<file path="src/rtl/cst_pkg.sv">
// Shared types, token kinds and scanner modes for the token scanner.
package cst_pkg;

    localparam int MAX_RESULTS = 3;

    typedef enum logic [4:0] {
        TK_END    = 5'd0,
        TK_IDENT  = 5'd1,
        TK_IF     = 5'd2,
        TK_WHILE  = 5'd3,
        TK_INT    = 5'd4,
        TK_FLOAT  = 5'd5,
        TK_STRING = 5'd6,
        TK_CHAR   = 5'd7,
        TK_LPAREN = 5'd8,
        TK_RPAREN = 5'd9,
        TK_LBRACE = 5'd10,
        TK_RBRACE = 5'd11,
        TK_EQ     = 5'd12,
        TK_NE     = 5'd13,
        TK_LE     = 5'd14,
        TK_LT     = 5'd15,
        TK_GE     = 5'd16,
        TK_GT     = 5'd17,
        TK_OTHER  = 5'd18
    } token_kind_t;

    typedef enum logic [3:0] {
        M_IDLE, M_IDENT, M_INT, M_DOT, M_FRAC, M_EXPS, M_EXP, M_HEX, M_SUF,
        M_STR, M_CHR, M_SLASH, M_LINEC, M_BLOCK, M_CMP
    } scan_mode_t;

    typedef struct packed {
        logic [7:0] text_byte;
        logic       end_of_input;
    } in_item_t;

    typedef struct packed {
        logic [4:0]  token_kind;
        logic [23:0] start_line;
        logic [15:0] start_column;
        logic [15:0] token_length;
        logic        last_of_run;
    } out_item_t;

    // Per-token kind, a position select and a length select for one result slot.
    typedef struct packed {
        logic        valid;
        token_kind_t kind;
        logic        use_cur;   // position from current counters, else token start
        logic        len_fix;   // 1: fixed length below, else byte count
        logic [1:0]  fixed_len;
    } slot_t;

endpackage

</file>
<file path="src/rtl/c_subset_token_scanner_core.sv">
// Streaming C subset token scanner: top level.
// Results: the tokens for a byte are written into the result queue when that byte is accepted.
// Throughput: one byte per cycle while the eight-entry result queue has room
// for three results; each byte gives 0 to 3 results, drained one per cycle while m_ready is high.
// Reset: synchronous active-low aresetn returns the scanner to line 1,
// column 1 between tokens and empties the result queue; an end mark does the same but keeps the queue.
module c_subset_token_scanner_core #(
    parameter int LINE_BITS   = 24,
    parameter int COLUMN_BITS = 16,
    parameter int LENGTH_BITS = 16
) (
    input  logic                aclk,
    input  logic                aresetn,
    input  logic                s_valid,
    output logic                s_ready,
    input  cst_pkg::in_item_t   s_data,
    output logic                m_valid,
    input  logic                m_ready,
    output cst_pkg::out_item_t  m_data
);
    localparam logic [LINE_BITS-1:0]   LINE_MAX = '1;
    localparam logic [COLUMN_BITS-1:0] COL_MAX  = '1;
    localparam logic [LENGTH_BITS-1:0] LEN_MAX  = '1;

    cst_pkg::scan_mode_t mode_reg, mode_next;
    logic [LINE_BITS-1:0]   line_reg, line_next, tline_reg, tline_next;
    logic [COLUMN_BITS-1:0] col_reg, col_next, tcol_reg, tcol_next;
    logic [LENGTH_BITS-1:0] cnt_reg, cnt_next;
    logic [39:0] pre_reg, pre_next;
    logic f_float_reg, f_float_next, f_zero_reg, f_zero_next;
    logic f_esc_reg, f_esc_next, f_star_reg, f_star_next;

    cst_pkg::slot_t slots [cst_pkg::MAX_RESULTS];
    cst_pkg::out_item_t push_item [cst_pkg::MAX_RESULTS];
    logic [1:0] push_count;
    logic       accept, has_room;
    logic [7:0] c;
    logic       eoi;
    // Position snapshot for the slots that use the current position.
    logic [LINE_BITS-1:0]   dot_line;
    logic [COLUMN_BITS-1:0] dot_col;

    assign s_ready = has_room;
    assign accept  = s_valid && s_ready;
    assign c       = s_data.text_byte;
    assign eoi     = s_data.end_of_input;

    function automatic logic is_digit(logic [7:0] x);
        return x >= "0" && x <= "9";
    endfunction
    function automatic logic is_alpha(logic [7:0] x);
        return (x >= "a" && x <= "z") || (x >= "A" && x <= "Z");
    endfunction
    function automatic logic is_xdigit(logic [7:0] x);
        return is_digit(x) || (x >= "a" && x <= "f") || (x >= "A" && x <= "F");
    endfunction
    function automatic logic is_suffix(logic [7:0] x);
        return x == "u" || x == "U" || x == "l" || x == "L" || x == "f" || x == "F";
    endfunction
    function automatic cst_pkg::token_kind_t cmp_kind(logic [7:0] ch, logic dbl);
        case (ch)
            "=":     return dbl ? cst_pkg::TK_EQ : cst_pkg::TK_OTHER;
            "!":     return dbl ? cst_pkg::TK_NE : cst_pkg::TK_OTHER;
            "<":     return dbl ? cst_pkg::TK_LE : cst_pkg::TK_LT;
            default: return dbl ? cst_pkg::TK_GE : cst_pkg::TK_GT;
        endcase
    endfunction

    // Scanner next state and emitted results for one byte.
    always_comb begin
        logic [LINE_BITS-1:0]   l;
        logic [COLUMN_BITS-1:0] col;
        logic [LENGTH_BITS-1:0] n;
        logic [1:0] ns;
        logic       restart, ws, isnl, is_f;
        cst_pkg::token_kind_t ik, nk;
        l = line_reg; col = col_reg; n = cnt_reg; ns = 2'd0;
        restart = 1'b0;
        mode_next = mode_reg; tline_next = tline_reg; tcol_next = tcol_reg;
        pre_next = pre_reg;
        f_float_next = f_float_reg; f_zero_next = f_zero_reg;
        f_esc_next = f_esc_reg; f_star_next = f_star_reg;
        for (int i = 0; i < cst_pkg::MAX_RESULTS; i++) slots[i] = '0;
        dot_line = line_reg; dot_col = col_reg;
        isnl = (c == 8'h0A);
        ws   = (c == " " || c == 8'h09 || c == 8'h0D || isnl);
        is_f = (c == "f" || c == "F");
        ik = cst_pkg::TK_IDENT;
        if (cnt_reg == LENGTH_BITS'(2) && pre_reg == 40'h6966) ik = cst_pkg::TK_IF;
        else if (cnt_reg == LENGTH_BITS'(5) && pre_reg == 40'h7768696C65) ik = cst_pkg::TK_WHILE;
        nk = f_float_reg ? cst_pkg::TK_FLOAT : cst_pkg::TK_INT;

        if (eoi) begin
            unique case (mode_reg)
                cst_pkg::M_IDENT: begin slots[0] = '{1'b1, ik, 1'b0, 1'b0, 2'd0}; ns = 2'd1; end
                cst_pkg::M_INT, cst_pkg::M_FRAC, cst_pkg::M_EXPS, cst_pkg::M_EXP,
                cst_pkg::M_HEX, cst_pkg::M_SUF: begin
                    slots[0] = '{1'b1, nk, 1'b0, 1'b0, 2'd0}; ns = 2'd1;
                end
                cst_pkg::M_DOT: begin
                    slots[0] = '{1'b1, nk, 1'b0, 1'b0, 2'd0};
                    slots[1] = '{1'b1, cst_pkg::TK_OTHER, 1'b1, 1'b1, 2'd1};
                    ns = 2'd2;
                end
                cst_pkg::M_STR: begin slots[0] = '{1'b1, cst_pkg::TK_STRING, 1'b0, 1'b0, 2'd0}; ns = 2'd1; end
                cst_pkg::M_CHR: begin slots[0] = '{1'b1, cst_pkg::TK_CHAR, 1'b0, 1'b0, 2'd0}; ns = 2'd1; end
                cst_pkg::M_SLASH: begin slots[0] = '{1'b1, cst_pkg::TK_OTHER, 1'b0, 1'b1, 2'd1}; ns = 2'd1; end
                cst_pkg::M_CMP: begin
                    slots[0] = '{1'b1, cmp_kind(pre_reg[7:0], 1'b0), 1'b0, 1'b1, 2'd1}; ns = 2'd1;
                end
                default: ;
            endcase
            // End token sits at the current position; after a dot, one column on.
            if (mode_reg == cst_pkg::M_DOT && col_reg < COL_MAX) begin
                dot_col = col_reg + COLUMN_BITS'(1);
            end
            slots[ns] = '{1'b1, cst_pkg::TK_END, 1'b1, 1'b1, 2'd0};
            ns = ns + 2'd1;
            mode_next = cst_pkg::M_IDLE;
            l = LINE_BITS'(1); col = COLUMN_BITS'(1); n = '0;
            tline_next = LINE_BITS'(1); tcol_next = COLUMN_BITS'(1);
            pre_next = '0;
            f_float_next = 1'b0; f_zero_next = 1'b0; f_esc_next = 1'b0; f_star_next = 1'b0;
        end else begin
            logic adv, cnt1, adv_dot;
            adv = 1'b0; cnt1 = 1'b0; adv_dot = 1'b0;
            unique case (mode_reg)
                cst_pkg::M_IDENT: begin
                    if (is_alpha(c) || is_digit(c) || c == "_") begin
                        adv = 1'b1; cnt1 = 1'b1; pre_next = {pre_reg[31:0], c};
                    end else begin
                        slots[0] = '{1'b1, ik, 1'b0, 1'b0, 2'd0}; ns = 2'd1; restart = 1'b1;
                    end
                end
                cst_pkg::M_INT: begin
                    f_zero_next = 1'b0;
                    if (f_zero_reg && (c == "x" || c == "X")) begin
                        adv = 1'b1; cnt1 = 1'b1; mode_next = cst_pkg::M_HEX;
                    end else if (is_digit(c)) begin
                        adv = 1'b1; cnt1 = 1'b1;
                    end else if (c == ".") begin
                        mode_next = cst_pkg::M_DOT;
                    end else if (c == "e" || c == "E") begin
                        adv = 1'b1; cnt1 = 1'b1; f_float_next = 1'b1; mode_next = cst_pkg::M_EXPS;
                    end else if (is_suffix(c)) begin
                        adv = 1'b1; cnt1 = 1'b1; f_float_next = f_float_reg | is_f;
                        mode_next = cst_pkg::M_SUF;
                    end else begin
                        slots[0] = '{1'b1, nk, 1'b0, 1'b0, 2'd0}; ns = 2'd1; restart = 1'b1;
                    end
                end
                cst_pkg::M_DOT: begin
                    if (is_digit(c)) begin
                        adv_dot = 1'b1; adv = 1'b1; cnt1 = 1'b1; f_float_next = 1'b1;
                        mode_next = cst_pkg::M_FRAC;
                    end else begin
                        slots[0] = '{1'b1, nk, 1'b0, 1'b0, 2'd0};
                        slots[1] = '{1'b1, cst_pkg::TK_OTHER, 1'b1, 1'b1, 2'd1};
                        ns = 2'd2; adv_dot = 1'b1; restart = 1'b1;
                    end
                end
                cst_pkg::M_FRAC, cst_pkg::M_EXP, cst_pkg::M_HEX: begin
                    if ((mode_reg == cst_pkg::M_HEX) ? is_xdigit(c) : is_digit(c)) begin
                        adv = 1'b1; cnt1 = 1'b1;
                    end else if (mode_reg == cst_pkg::M_FRAC && (c == "e" || c == "E")) begin
                        adv = 1'b1; cnt1 = 1'b1; f_float_next = 1'b1; mode_next = cst_pkg::M_EXPS;
                    end else if (is_suffix(c)) begin
                        adv = 1'b1; cnt1 = 1'b1; f_float_next = f_float_reg | is_f;
                        mode_next = cst_pkg::M_SUF;
                    end else begin
                        slots[0] = '{1'b1, nk, 1'b0, 1'b0, 2'd0}; ns = 2'd1; restart = 1'b1;
                    end
                end
                cst_pkg::M_EXPS: begin
                    if (c == "+" || c == "-" || is_digit(c)) begin
                        adv = 1'b1; cnt1 = 1'b1; mode_next = cst_pkg::M_EXP;
                    end else if (is_suffix(c)) begin
                        adv = 1'b1; cnt1 = 1'b1; f_float_next = f_float_reg | is_f;
                        mode_next = cst_pkg::M_SUF;
                    end else begin
                        slots[0] = '{1'b1, nk, 1'b0, 1'b0, 2'd0}; ns = 2'd1; restart = 1'b1;
                    end
                end
                cst_pkg::M_SUF: begin
                    if (is_suffix(c)) begin
                        adv = 1'b1; cnt1 = 1'b1; f_float_next = f_float_reg | is_f;
                    end else begin
                        slots[0] = '{1'b1, nk, 1'b0, 1'b0, 2'd0}; ns = 2'd1; restart = 1'b1;
                    end
                end
                cst_pkg::M_STR, cst_pkg::M_CHR: begin
                    adv = 1'b1; cnt1 = 1'b1;
                    if (f_esc_reg) begin
                        f_esc_next = 1'b0;
                    end else if (c == ((mode_reg == cst_pkg::M_STR) ? 8'h22 : 8'h27)) begin
                        slots[0] = '{1'b1, (mode_reg == cst_pkg::M_STR) ? cst_pkg::TK_STRING
                                                                       : cst_pkg::TK_CHAR,
                                     1'b0, 1'b0, 2'd0};
                        ns = 2'd1; mode_next = cst_pkg::M_IDLE;
                    end else if (c == 8'h5C) begin
                        f_esc_next = 1'b1;
                    end
                end
                cst_pkg::M_SLASH: begin
                    if (c == "/") begin
                        adv = 1'b1; mode_next = cst_pkg::M_LINEC;
                    end else if (c == "*") begin
                        adv = 1'b1; f_star_next = 1'b0; mode_next = cst_pkg::M_BLOCK;
                    end else begin
                        slots[0] = '{1'b1, cst_pkg::TK_OTHER, 1'b0, 1'b1, 2'd1}; ns = 2'd1;
                        restart = 1'b1;
                    end
                end
                cst_pkg::M_LINEC: begin
                    if (!isnl) adv = 1'b1;
                    else restart = 1'b1;
                end
                cst_pkg::M_BLOCK: begin
                    adv = 1'b1;
                    if (f_star_reg && c == "/") begin
                        f_float_next = 1'b0; f_zero_next = 1'b0; f_esc_next = 1'b0;
                        f_star_next = 1'b0; mode_next = cst_pkg::M_IDLE;
                    end else begin
                        f_star_next = (c == "*");
                    end
                end
                cst_pkg::M_CMP: begin
                    if (c == "=") begin
                        adv = 1'b1; cnt1 = 1'b1;
                        slots[0] = '{1'b1, cmp_kind(pre_reg[7:0], 1'b1), 1'b0, 1'b1, 2'd2};
                        ns = 2'd1; mode_next = cst_pkg::M_IDLE;
                    end else begin
                        slots[0] = '{1'b1, cmp_kind(pre_reg[7:0], 1'b0), 1'b0, 1'b1, 2'd1};
                        ns = 2'd1; restart = 1'b1;
                    end
                end
                default: restart = 1'b1;
            endcase

            // A pending dot moves the column by one before the current byte.
            if (adv_dot) begin
                if (col < COL_MAX) col = col + COLUMN_BITS'(1);
                if (mode_next == cst_pkg::M_FRAC && n < LEN_MAX) n = n + LENGTH_BITS'(1);
            end
            if (adv) begin
                if (isnl) begin
                    if (l < LINE_MAX) l = l + LINE_BITS'(1);
                    col = COLUMN_BITS'(1);
                end else if (col < COL_MAX) begin
                    col = col + COLUMN_BITS'(1);
                end
            end
            if (cnt1 && n < LEN_MAX) n = n + LENGTH_BITS'(1);

            // Byte seen between tokens: skip blanks or open a new token.
            if (restart) begin
                mode_next = cst_pkg::M_IDLE;
                if (ws) begin
                    if (isnl) begin
                        if (l < LINE_MAX) l = l + LINE_BITS'(1);
                        col = COLUMN_BITS'(1);
                    end else if (col < COL_MAX) begin
                        col = col + COLUMN_BITS'(1);
                    end
                end else begin
                    tline_next = l; tcol_next = col;
                    pre_next = '0;
                    f_float_next = 1'b0; f_zero_next = 1'b0; f_esc_next = 1'b0; f_star_next = 1'b0;
                    dot_line = l; dot_col = col;
                    if (col < COL_MAX) col = col + COLUMN_BITS'(1);
                    n = LENGTH_BITS'(1);
                    if (is_alpha(c) || c == "_") begin
                        pre_next = {32'd0, c}; mode_next = cst_pkg::M_IDENT;
                    end else if (is_digit(c)) begin
                        f_zero_next = (c == "0"); mode_next = cst_pkg::M_INT;
                    end else begin
                        case (c)
                            8'h22: mode_next = cst_pkg::M_STR;
                            8'h27: mode_next = cst_pkg::M_CHR;
                            "/":   mode_next = cst_pkg::M_SLASH;
                            "=", "!", "<", ">": begin
                                pre_next = {32'd0, c}; mode_next = cst_pkg::M_CMP;
                            end
                            default: begin
                                slots[ns] = '{1'b1, cst_pkg::TK_OTHER, 1'b1, 1'b1, 2'd1};
                                if (c == "(") slots[ns].kind = cst_pkg::TK_LPAREN;
                                if (c == ")") slots[ns].kind = cst_pkg::TK_RPAREN;
                                if (c == "{") slots[ns].kind = cst_pkg::TK_LBRACE;
                                if (c == "}") slots[ns].kind = cst_pkg::TK_RBRACE;
                                ns = ns + 2'd1;
                            end
                        endcase
                    end
                end
            end
            // Dot token after a number sits where the dot was.
            if (mode_reg == cst_pkg::M_DOT && !is_digit(c)) begin
                dot_line = line_reg; dot_col = col_reg;
                if (slots[2].valid) begin
                    // Third slot holds the new single-byte token at its own start.
                end
            end
        end
        line_next = l; col_next = col; cnt_next = n;
        push_count = ns;
    end

    // Result items built from the slots; only the dot-after-number case
    // has two current-position slots, and for a text byte the later one uses the new start.
    always_comb begin
        logic [LINE_BITS-1:0]   pl;
        logic [COLUMN_BITS-1:0] pc;
        logic [LENGTH_BITS-1:0] plen;
        for (int i = 0; i < cst_pkg::MAX_RESULTS; i++) begin
            pl = tline_reg; pc = tcol_reg;
            if (slots[i].use_cur) begin
                pl = dot_line; pc = dot_col;
                if (!eoi && mode_reg == cst_pkg::M_DOT && i == 2) begin
                    pl = tline_next; pc = tcol_next;
                end
                if (eoi && slots[i].kind == cst_pkg::TK_OTHER) begin
                    pl = line_reg; pc = col_reg;
                end
            end
            plen = slots[i].len_fix ? LENGTH_BITS'(slots[i].fixed_len) : cnt_reg;
            if (slots[i].use_cur && slots[i].len_fix && slots[i].kind != cst_pkg::TK_END &&
                !slots[i].use_cur) plen = cnt_reg;
            if (!slots[i].len_fix && slots[i].valid &&
                (mode_reg == cst_pkg::M_STR || mode_reg == cst_pkg::M_CHR) && !eoi)
                plen = cnt_next;
            push_item[i].token_kind   = slots[i].kind;
            push_item[i].start_line   = 24'(pl);
            push_item[i].start_column = 16'(pc);
            push_item[i].token_length = 16'(plen);
            push_item[i].last_of_run  = (2'(i + 1) == push_count);
        end
    end

    // Scanner state registers.
    always_ff @(posedge aclk) begin
        if (!aresetn) begin
            mode_reg <= cst_pkg::M_IDLE;
            line_reg <= LINE_BITS'(1);   col_reg  <= COLUMN_BITS'(1);
            tline_reg <= LINE_BITS'(1);  tcol_reg <= COLUMN_BITS'(1);
            cnt_reg <= '0; pre_reg <= '0;
            f_float_reg <= 1'b0; f_zero_reg <= 1'b0; f_esc_reg <= 1'b0; f_star_reg <= 1'b0;
        end else if (accept) begin
            mode_reg <= mode_next;
            line_reg <= line_next;   col_reg  <= col_next;
            tline_reg <= tline_next; tcol_reg <= tcol_next;
            cnt_reg <= cnt_next; pre_reg <= pre_next;
            f_float_reg <= f_float_next; f_zero_reg <= f_zero_next;
            f_esc_reg <= f_esc_next; f_star_reg <= f_star_next;
        end
    end

    cst_out_queue #(.DEPTH(8)) u_queue (
        .aclk       (aclk),
        .aresetn    (aresetn),
        .push_valid (accept),
        .push_count (push_count),
        .push_item  (push_item),
        .has_room   (has_room),
        .m_valid    (m_valid),
        .m_ready    (m_ready),
        .m_item     (m_data)
    );

    // An end mark always produces at least the end token.
    a_end_emits: assert property (@(posedge aclk) disable iff (!aresetn)
        accept && eoi |-> push_count != 2'd0) else $error("end mark gave no result");
    // An end mark brings the scanner back to the start position.
    a_end_resets: assert property (@(posedge aclk) disable iff (!aresetn)
        accept && eoi |=> line_reg == LINE_BITS'(1) && col_reg == COLUMN_BITS'(1))
        else $error("end mark did not reset position");
    // Input is refused whenever the queue lacks room for a full burst.
    a_no_overflow: assert property (@(posedge aclk) disable iff (!aresetn)
        !has_room |-> !s_ready) else $error("input taken without queue room");

endmodule

</file>
<file path="src/rtl/cst_out_queue.sv">
// Output queue that spreads up to three results of one item over the result channel.
module cst_out_queue #(
    parameter int DEPTH = 8
) (
    input  logic                aclk,
    input  logic                aresetn,
    input  logic                push_valid,
    input  logic [1:0]          push_count,
    input  cst_pkg::out_item_t  push_item [cst_pkg::MAX_RESULTS],
    output logic                has_room,
    output logic                m_valid,
    input  logic                m_ready,
    output cst_pkg::out_item_t  m_item
);
    localparam int AW = $clog2(DEPTH);

    cst_pkg::out_item_t mem [DEPTH];
    logic [AW-1:0] wr_ptr_reg, rd_ptr_reg;
    logic [AW:0]   count_reg, count_next;
    logic          pop;

    assign pop      = m_valid && m_ready;
    assign m_valid  = (count_reg != '0);
    assign m_item   = mem[rd_ptr_reg];
    // Room for a full burst of results from one item.
    assign has_room = (count_reg <= (AW+1)'(DEPTH - cst_pkg::MAX_RESULTS));

    always_comb begin
        count_next = count_reg - (AW+1)'(pop);
        if (push_valid) count_next = count_next + (AW+1)'(push_count);
    end

    // Queue storage writes.
    always_ff @(posedge aclk) begin
        if (push_valid) begin
            for (int i = 0; i < cst_pkg::MAX_RESULTS; i++) begin
                if (2'(i) < push_count) mem[wr_ptr_reg + AW'(i)] <= push_item[i];
            end
        end
    end

    // Pointers and fill count.
    always_ff @(posedge aclk) begin
        if (!aresetn) begin
            wr_ptr_reg <= '0;
            rd_ptr_reg <= '0;
            count_reg  <= '0;
        end else begin
            if (push_valid) wr_ptr_reg <= wr_ptr_reg + AW'(push_count);
            if (pop) rd_ptr_reg <= rd_ptr_reg + AW'(1);
            count_reg <= count_next;
        end
    end
endmodule

</file>
<file path="config.mk">
export PLATFORM = sky130hd
export DESIGN_NAME = c_subset_token_scanner_core
export DESIGN_NICKNAME = d
export VERILOG_FILES = /design/src/rtl/cst_pkg.sv /design/src/rtl/c_subset_token_scanner_core.sv /design/src/rtl/cst_out_queue.sv
export SDC_FILE = /design/constraint.sdc
export NUM_CORES = 2
export LEC_CHECK = 0
export ABC_CLOCK_PERIOD_IN_PS = 7400
export BUFFER_PORTS_ARGS = -buffer_cell sky130_fd_sc_hd__buf_2
export CORE_MARGIN = 10
export CORE_UTILIZATION = 50
export DETAILED_ROUTE_END_ITERATION = 7
export PLACE_DENSITY = 0.68
export SLEW_MARGIN = 20
export SYNTH_ARGS = -nofsm -noshare
export SYNTH_HDL_FRONTEND = slang
export SYNTH_SLANG_ARGS = --single-unit
</file>
<file path="constraint.sdc">
create_clock -name aclk -period 7.4 [get_ports aclk]
set_input_delay 0 -clock aclk [delete_from_list [all_inputs] [get_ports aclk]]
set_output_delay 0 -clock aclk [all_outputs]
set_load 0.1 [all_outputs]
</file>
==> metrics list <==
- Run status: finished clean
- DRC marker count from the first detailed-route iteration: 5,874
- Summed over all cells, the static leakage comes to 15.0 nW.
- For this run, the number of Yosys warnings is 0.
- Layout Cells excl Fill: 5,233
* Post-Syn Area per Cell: 9.88 um2
- Placed cell count: 5,087
- Drt drc: 0
- Worst Path Arrival: 6.91 ns
- At the worst endpoint, the required time is 7.96 ns.
* Routed met3 length: 21,400 um
- Cells along the critical path: and4bb_1 > buf_4 > inv_2 > nor4_2 > a31oi_1 > a31oi_1 > nand3_1 > nor3_4 > nor2_1 > mux2i_1 > a21oi_1 > ha_1 > inv_1 > a221oi_2 > and4_1 > a31oi_2 > nor4b_1 > o31ai_1
- Headroom to the max-slew limit came out at 0.201.
- Clock-pin slew on the worst setup and hold paths: 0.07 ns
* Hold buffers post-CTS: 5
* Period utilisation layout: 0.857
* Post-Synthesis Net Count: 4,224
* Core Footprint: 82,000 um2
- In the final routed layout, each cell accounts on average for 30.5 um.
* CP dominant cell by count: sky130_fd_sc_hd__a31oi_1
- The total count of hold-check failures in the final report was 0.
* Crit path max fanout: 28
- Cell variety after synth: 111
- In the routed layout, each cell is associated on average with a via count of 7.25.
- Fraction of final layout cells with drive strength greater than 1: 0.149
- Clock tree synthesis inserted a total of 73 buffers.
- Across the VDD grid, the largest voltage drop is 0.271 mV.
- Startpoint class of the critical path: register
- The area growth from synthesis to layout is 10.2%.
- Power density over cell area: 276 nW/um2
- Routed wl met2: 70,100 um
* RSZ-0062 raised after global routing: false
- Maximum clock path buffer count: 3
* Dominant delay contributor by cell family on the critical path: simple AND/OR/NAND/NOR gates
- Class of the tightest hold or removal check: input port to register
* Largest clock skew in the final design: 0.0310 ns
- Count of pins on the block boundary: 77
- In this run the remaining antenna-violating nets after routing total 0.
- Clock tree sinks: 653
- Total detailed-routing wirelength: 160,000 um
- Number of max-cap violations: 0
- Post-synthesis sequential area ratio: 0.436
- Delay of the slowest critical-path stage: 0.87 ns
- Summed over all nets, the half-perimeter wirelength after detailed placement is 101,000 um.
- Gpl congestion: 0.994
- The floorplan step defined a die boundary enclosing 94,600 um2.
- Buffer cell driving the clock tree root: sky130_fd_sc_hd__clkbuf_16
- Final setup violation count: 0
- Pin count of the biggest net entering global routing: 81
- The die is 308 um tall.
- Dpl cell area: 42,900 um2
- Row generation in the floorplan step produced 105 rows.
- Among all stages on the critical path, the largest delay is contributed by sky130_fd_sc_hd__dfxtp_1.
* Final standard cell area without fillers: 45,500 um2
- CTS-repair resized insts: 0
* Worst slack on hold paths: 0.0370 ns
- Die X-Extent: 308 um
* Final period demand of the worst path: 6.34 ns
- TritonCTS built the clock tree.
- Buffers added on ports: 76
- After clock tree synthesis, the setup repair step added 0 buffers.
* Instance count of the mapped netlist: 4,185
- EDFF count, synth: 496
- Counting flops and latches in the post-synthesis netlist gives 653.
- Worst Max-Slew Pin Slew: 1.20 ns
- The most used flip-flop cell after synthesis is sky130_fd_sc_hd__edfxtp_1.
* Post-synthesis cell area: 41,300 um2
* Number of flip-flops in the largest register: 496
* Vias in the first global route: 36,100
- Across all layers, the routed design uses 38,000 vias.
* Global-route wire length before repair: 234,000 um
- Across every metal layer, demand over resource in global routing totals 0.327.
* CTS HTree Levels: 3
- For this block, wires on met1 add up to 59,300 um.
- Kind of capture point of the worst setup path: register
- Uppermost layer routed: met5
- Effective utilization at floorplan: 0.504
- For this run, the detailed router's first-pass iteration total came to 7.
* Number of antenna violations at the first check in global routing: 6
* Async set-or-reset flop fraction in the synthesized netlist: 0
- Nets: 4,139
* Total buffers and inverters traversed by the critical path: 3
- Classification of the worst setup path: register to register
- The final number of max-transition violations came to 0.
- Highest Clock Rate: 158 MHz
* Clock network latency to the later pin of the worst-skew pair: 0.66 ns
- After global routing the overflow that remains totals 0.
metal layers:
layer,vias up,track usage
li1,16200,-
met1,18300,0.420
met2,2857,0.496
met4,8,0.165
met5,-,0
met3,657,0.0987
layout by cell type (no fill, tap or decap), types with 68 or more instances in the layout:
cell and count:
sky130_fd_sc_hd__clkbuf_16 74, sky130_fd_sc_hd__o21ai_0 305, sky130_fd_sc_hd__o221ai_1 180, sky130_fd_sc_hd__nand2_1 544
sky130_fd_sc_hd__nor2_1 233, sky130_fd_sc_hd__a22oi_1 68, sky130_fd_sc_hd__a21oi_1 198, sky130_fd_sc_hd__buf_2 74
sky130_fd_sc_hd__buf_4 116, sky130_fd_sc_hd__dfxtp_1 154, sky130_fd_sc_hd__nand3_1 78, sky130_fd_sc_hd__mux2_2 74
sky130_fd_sc_hd__mux4_2 124, sky130_fd_sc_hd__o22a_1 107, sky130_fd_sc_hd__a21o_1 87, sky130_fd_sc_hd__edfxtp_1 496
sky130_fd_sc_hd__nor2b_1 75
worst paths after layout:
path	depth (start not counted)	to	slack, ns	start
worst min-delay path	5	pre_reg[6]	0.04	s_data[7]
worst min register to register	1	pre_reg[7]	0.50	pre_reg[7]
worst max-delay path	18	col_reg[7]	1.06	mode_reg[0]
worst max register to register	18	col_reg[7]	1.06	mode_reg[0]
kinds of logic after synthesis:
group	synth area share
xor+xnor	0.0188
fa+ha+maj	0.00823
mux	0.102
buf+inv	0.0390
compound gates	0.240
simple gates	0.155
flops	0.436
synthesized netlist by cell type (41+ instances only):
cell	instances	area, um2
sky130_fd_sc_hd__o21ai_1	46	230
sky130_fd_sc_hd__xnor2_1	50	438
sky130_fd_sc_hd__edfxtp_1	496	14900
sky130_fd_sc_hd__nand3_1	81	405
sky130_fd_sc_hd__nand2_1	550	2060
sky130_fd_sc_hd__mux2i_1	60	601
sky130_fd_sc_hd__mux2_2	74	833
sky130_fd_sc_hd__nor3_1	69	345
sky130_fd_sc_hd__and3_1	64	400
sky130_fd_sc_hd__a31oi_1	47	294
sky130_fd_sc_hd__a22oi_1	68	510
sky130_fd_sc_hd__nor2b_1	75	469
sky130_fd_sc_hd__nor2_1	238	893
sky130_fd_sc_hd__a21o_1	87	653
sky130_fd_sc_hd__a21oi_1	198	991
sky130_fd_sc_hd__buf_2	41	205
sky130_fd_sc_hd__o21ai_0	314	1570
sky130_fd_sc_hd__mux4_2	124	2790
sky130_fd_sc_hd__o22a_1	107	937
sky130_fd_sc_hd__dfxtp_1	157	3140
sky130_fd_sc_hd__o221ai_1	181	1590
sky130_fd_sc_hd__clkbuf_1	284	1070
worst register-to-register path: stages, from the launching register on:
cell and delay [ns]:
sky130_fd_sc_hd__dfxtp_1 0.87, sky130_fd_sc_hd__and4bb_1 0.29, sky130_fd_sc_hd__buf_4 0.33, sky130_fd_sc_hd__inv_2 0.25, sky130_fd_sc_hd__nor4_2 0.62, sky130_fd_sc_hd__a31oi_1 0.16
sky130_fd_sc_hd__a31oi_1 0.53, sky130_fd_sc_hd__nand3_1 0.30, sky130_fd_sc_hd__nor3_4 0.42, sky130_fd_sc_hd__nor2_1 0.15, sky130_fd_sc_hd__mux2i_1 0.15, sky130_fd_sc_hd__a21oi_1 0.28
sky130_fd_sc_hd__ha_1 0.27, sky130_fd_sc_hd__inv_1 0.06, sky130_fd_sc_hd__a221oi_2 0.35, sky130_fd_sc_hd__and4_1 0.50, sky130_fd_sc_hd__a31oi_2 0.28, sky130_fd_sc_hd__nor4b_1 0.23
sky130_fd_sc_hd__o31ai_1 0.24
power by group:
part	leakage, nW	total, mW	internal [mW]	switching [mW]
Clock	1.19	3.81	2.17	1.64
Combinational	8.05	4.26	1.13	3.12
Sequential	5.79	4.49	4.29	0.197
Total	15.0	12.6	7.60	4.96
metrics by stage:
| stage | total power, mW | setup TNS, ns | setup WS, ns | util |
|---|---|---|---|---|
| 2_1_floorplan | 7.71 | -247.97 | -0.800 | - |
| 3_3_place_gp | 8.72 | 0 | 1.30 | 0.523 |
| 3_5_place_dp | 8.76 | 0 | 1.21 | 0.524 |
| 4_1_cts | 12.5 | 0 | 1.19 | 0.554 |
| 5_1_grt | 12.9 | 0 | 0.624 | 0.555 |
| 6_report | 12.6 | 0 | 1.06 | 0.555 |
layout make-up:
type	count	area, um2
antenna	4	10.0
clock buffer	94	1950
clock inverter	40	503
fill	7030	36500
inverter	42	158
multi-input combinational	3124	22000
sequential	653	18000
tap	1070	1340
timing repair buffer	206	1510
Note: power is estimated with default switching activity, not from simulation.
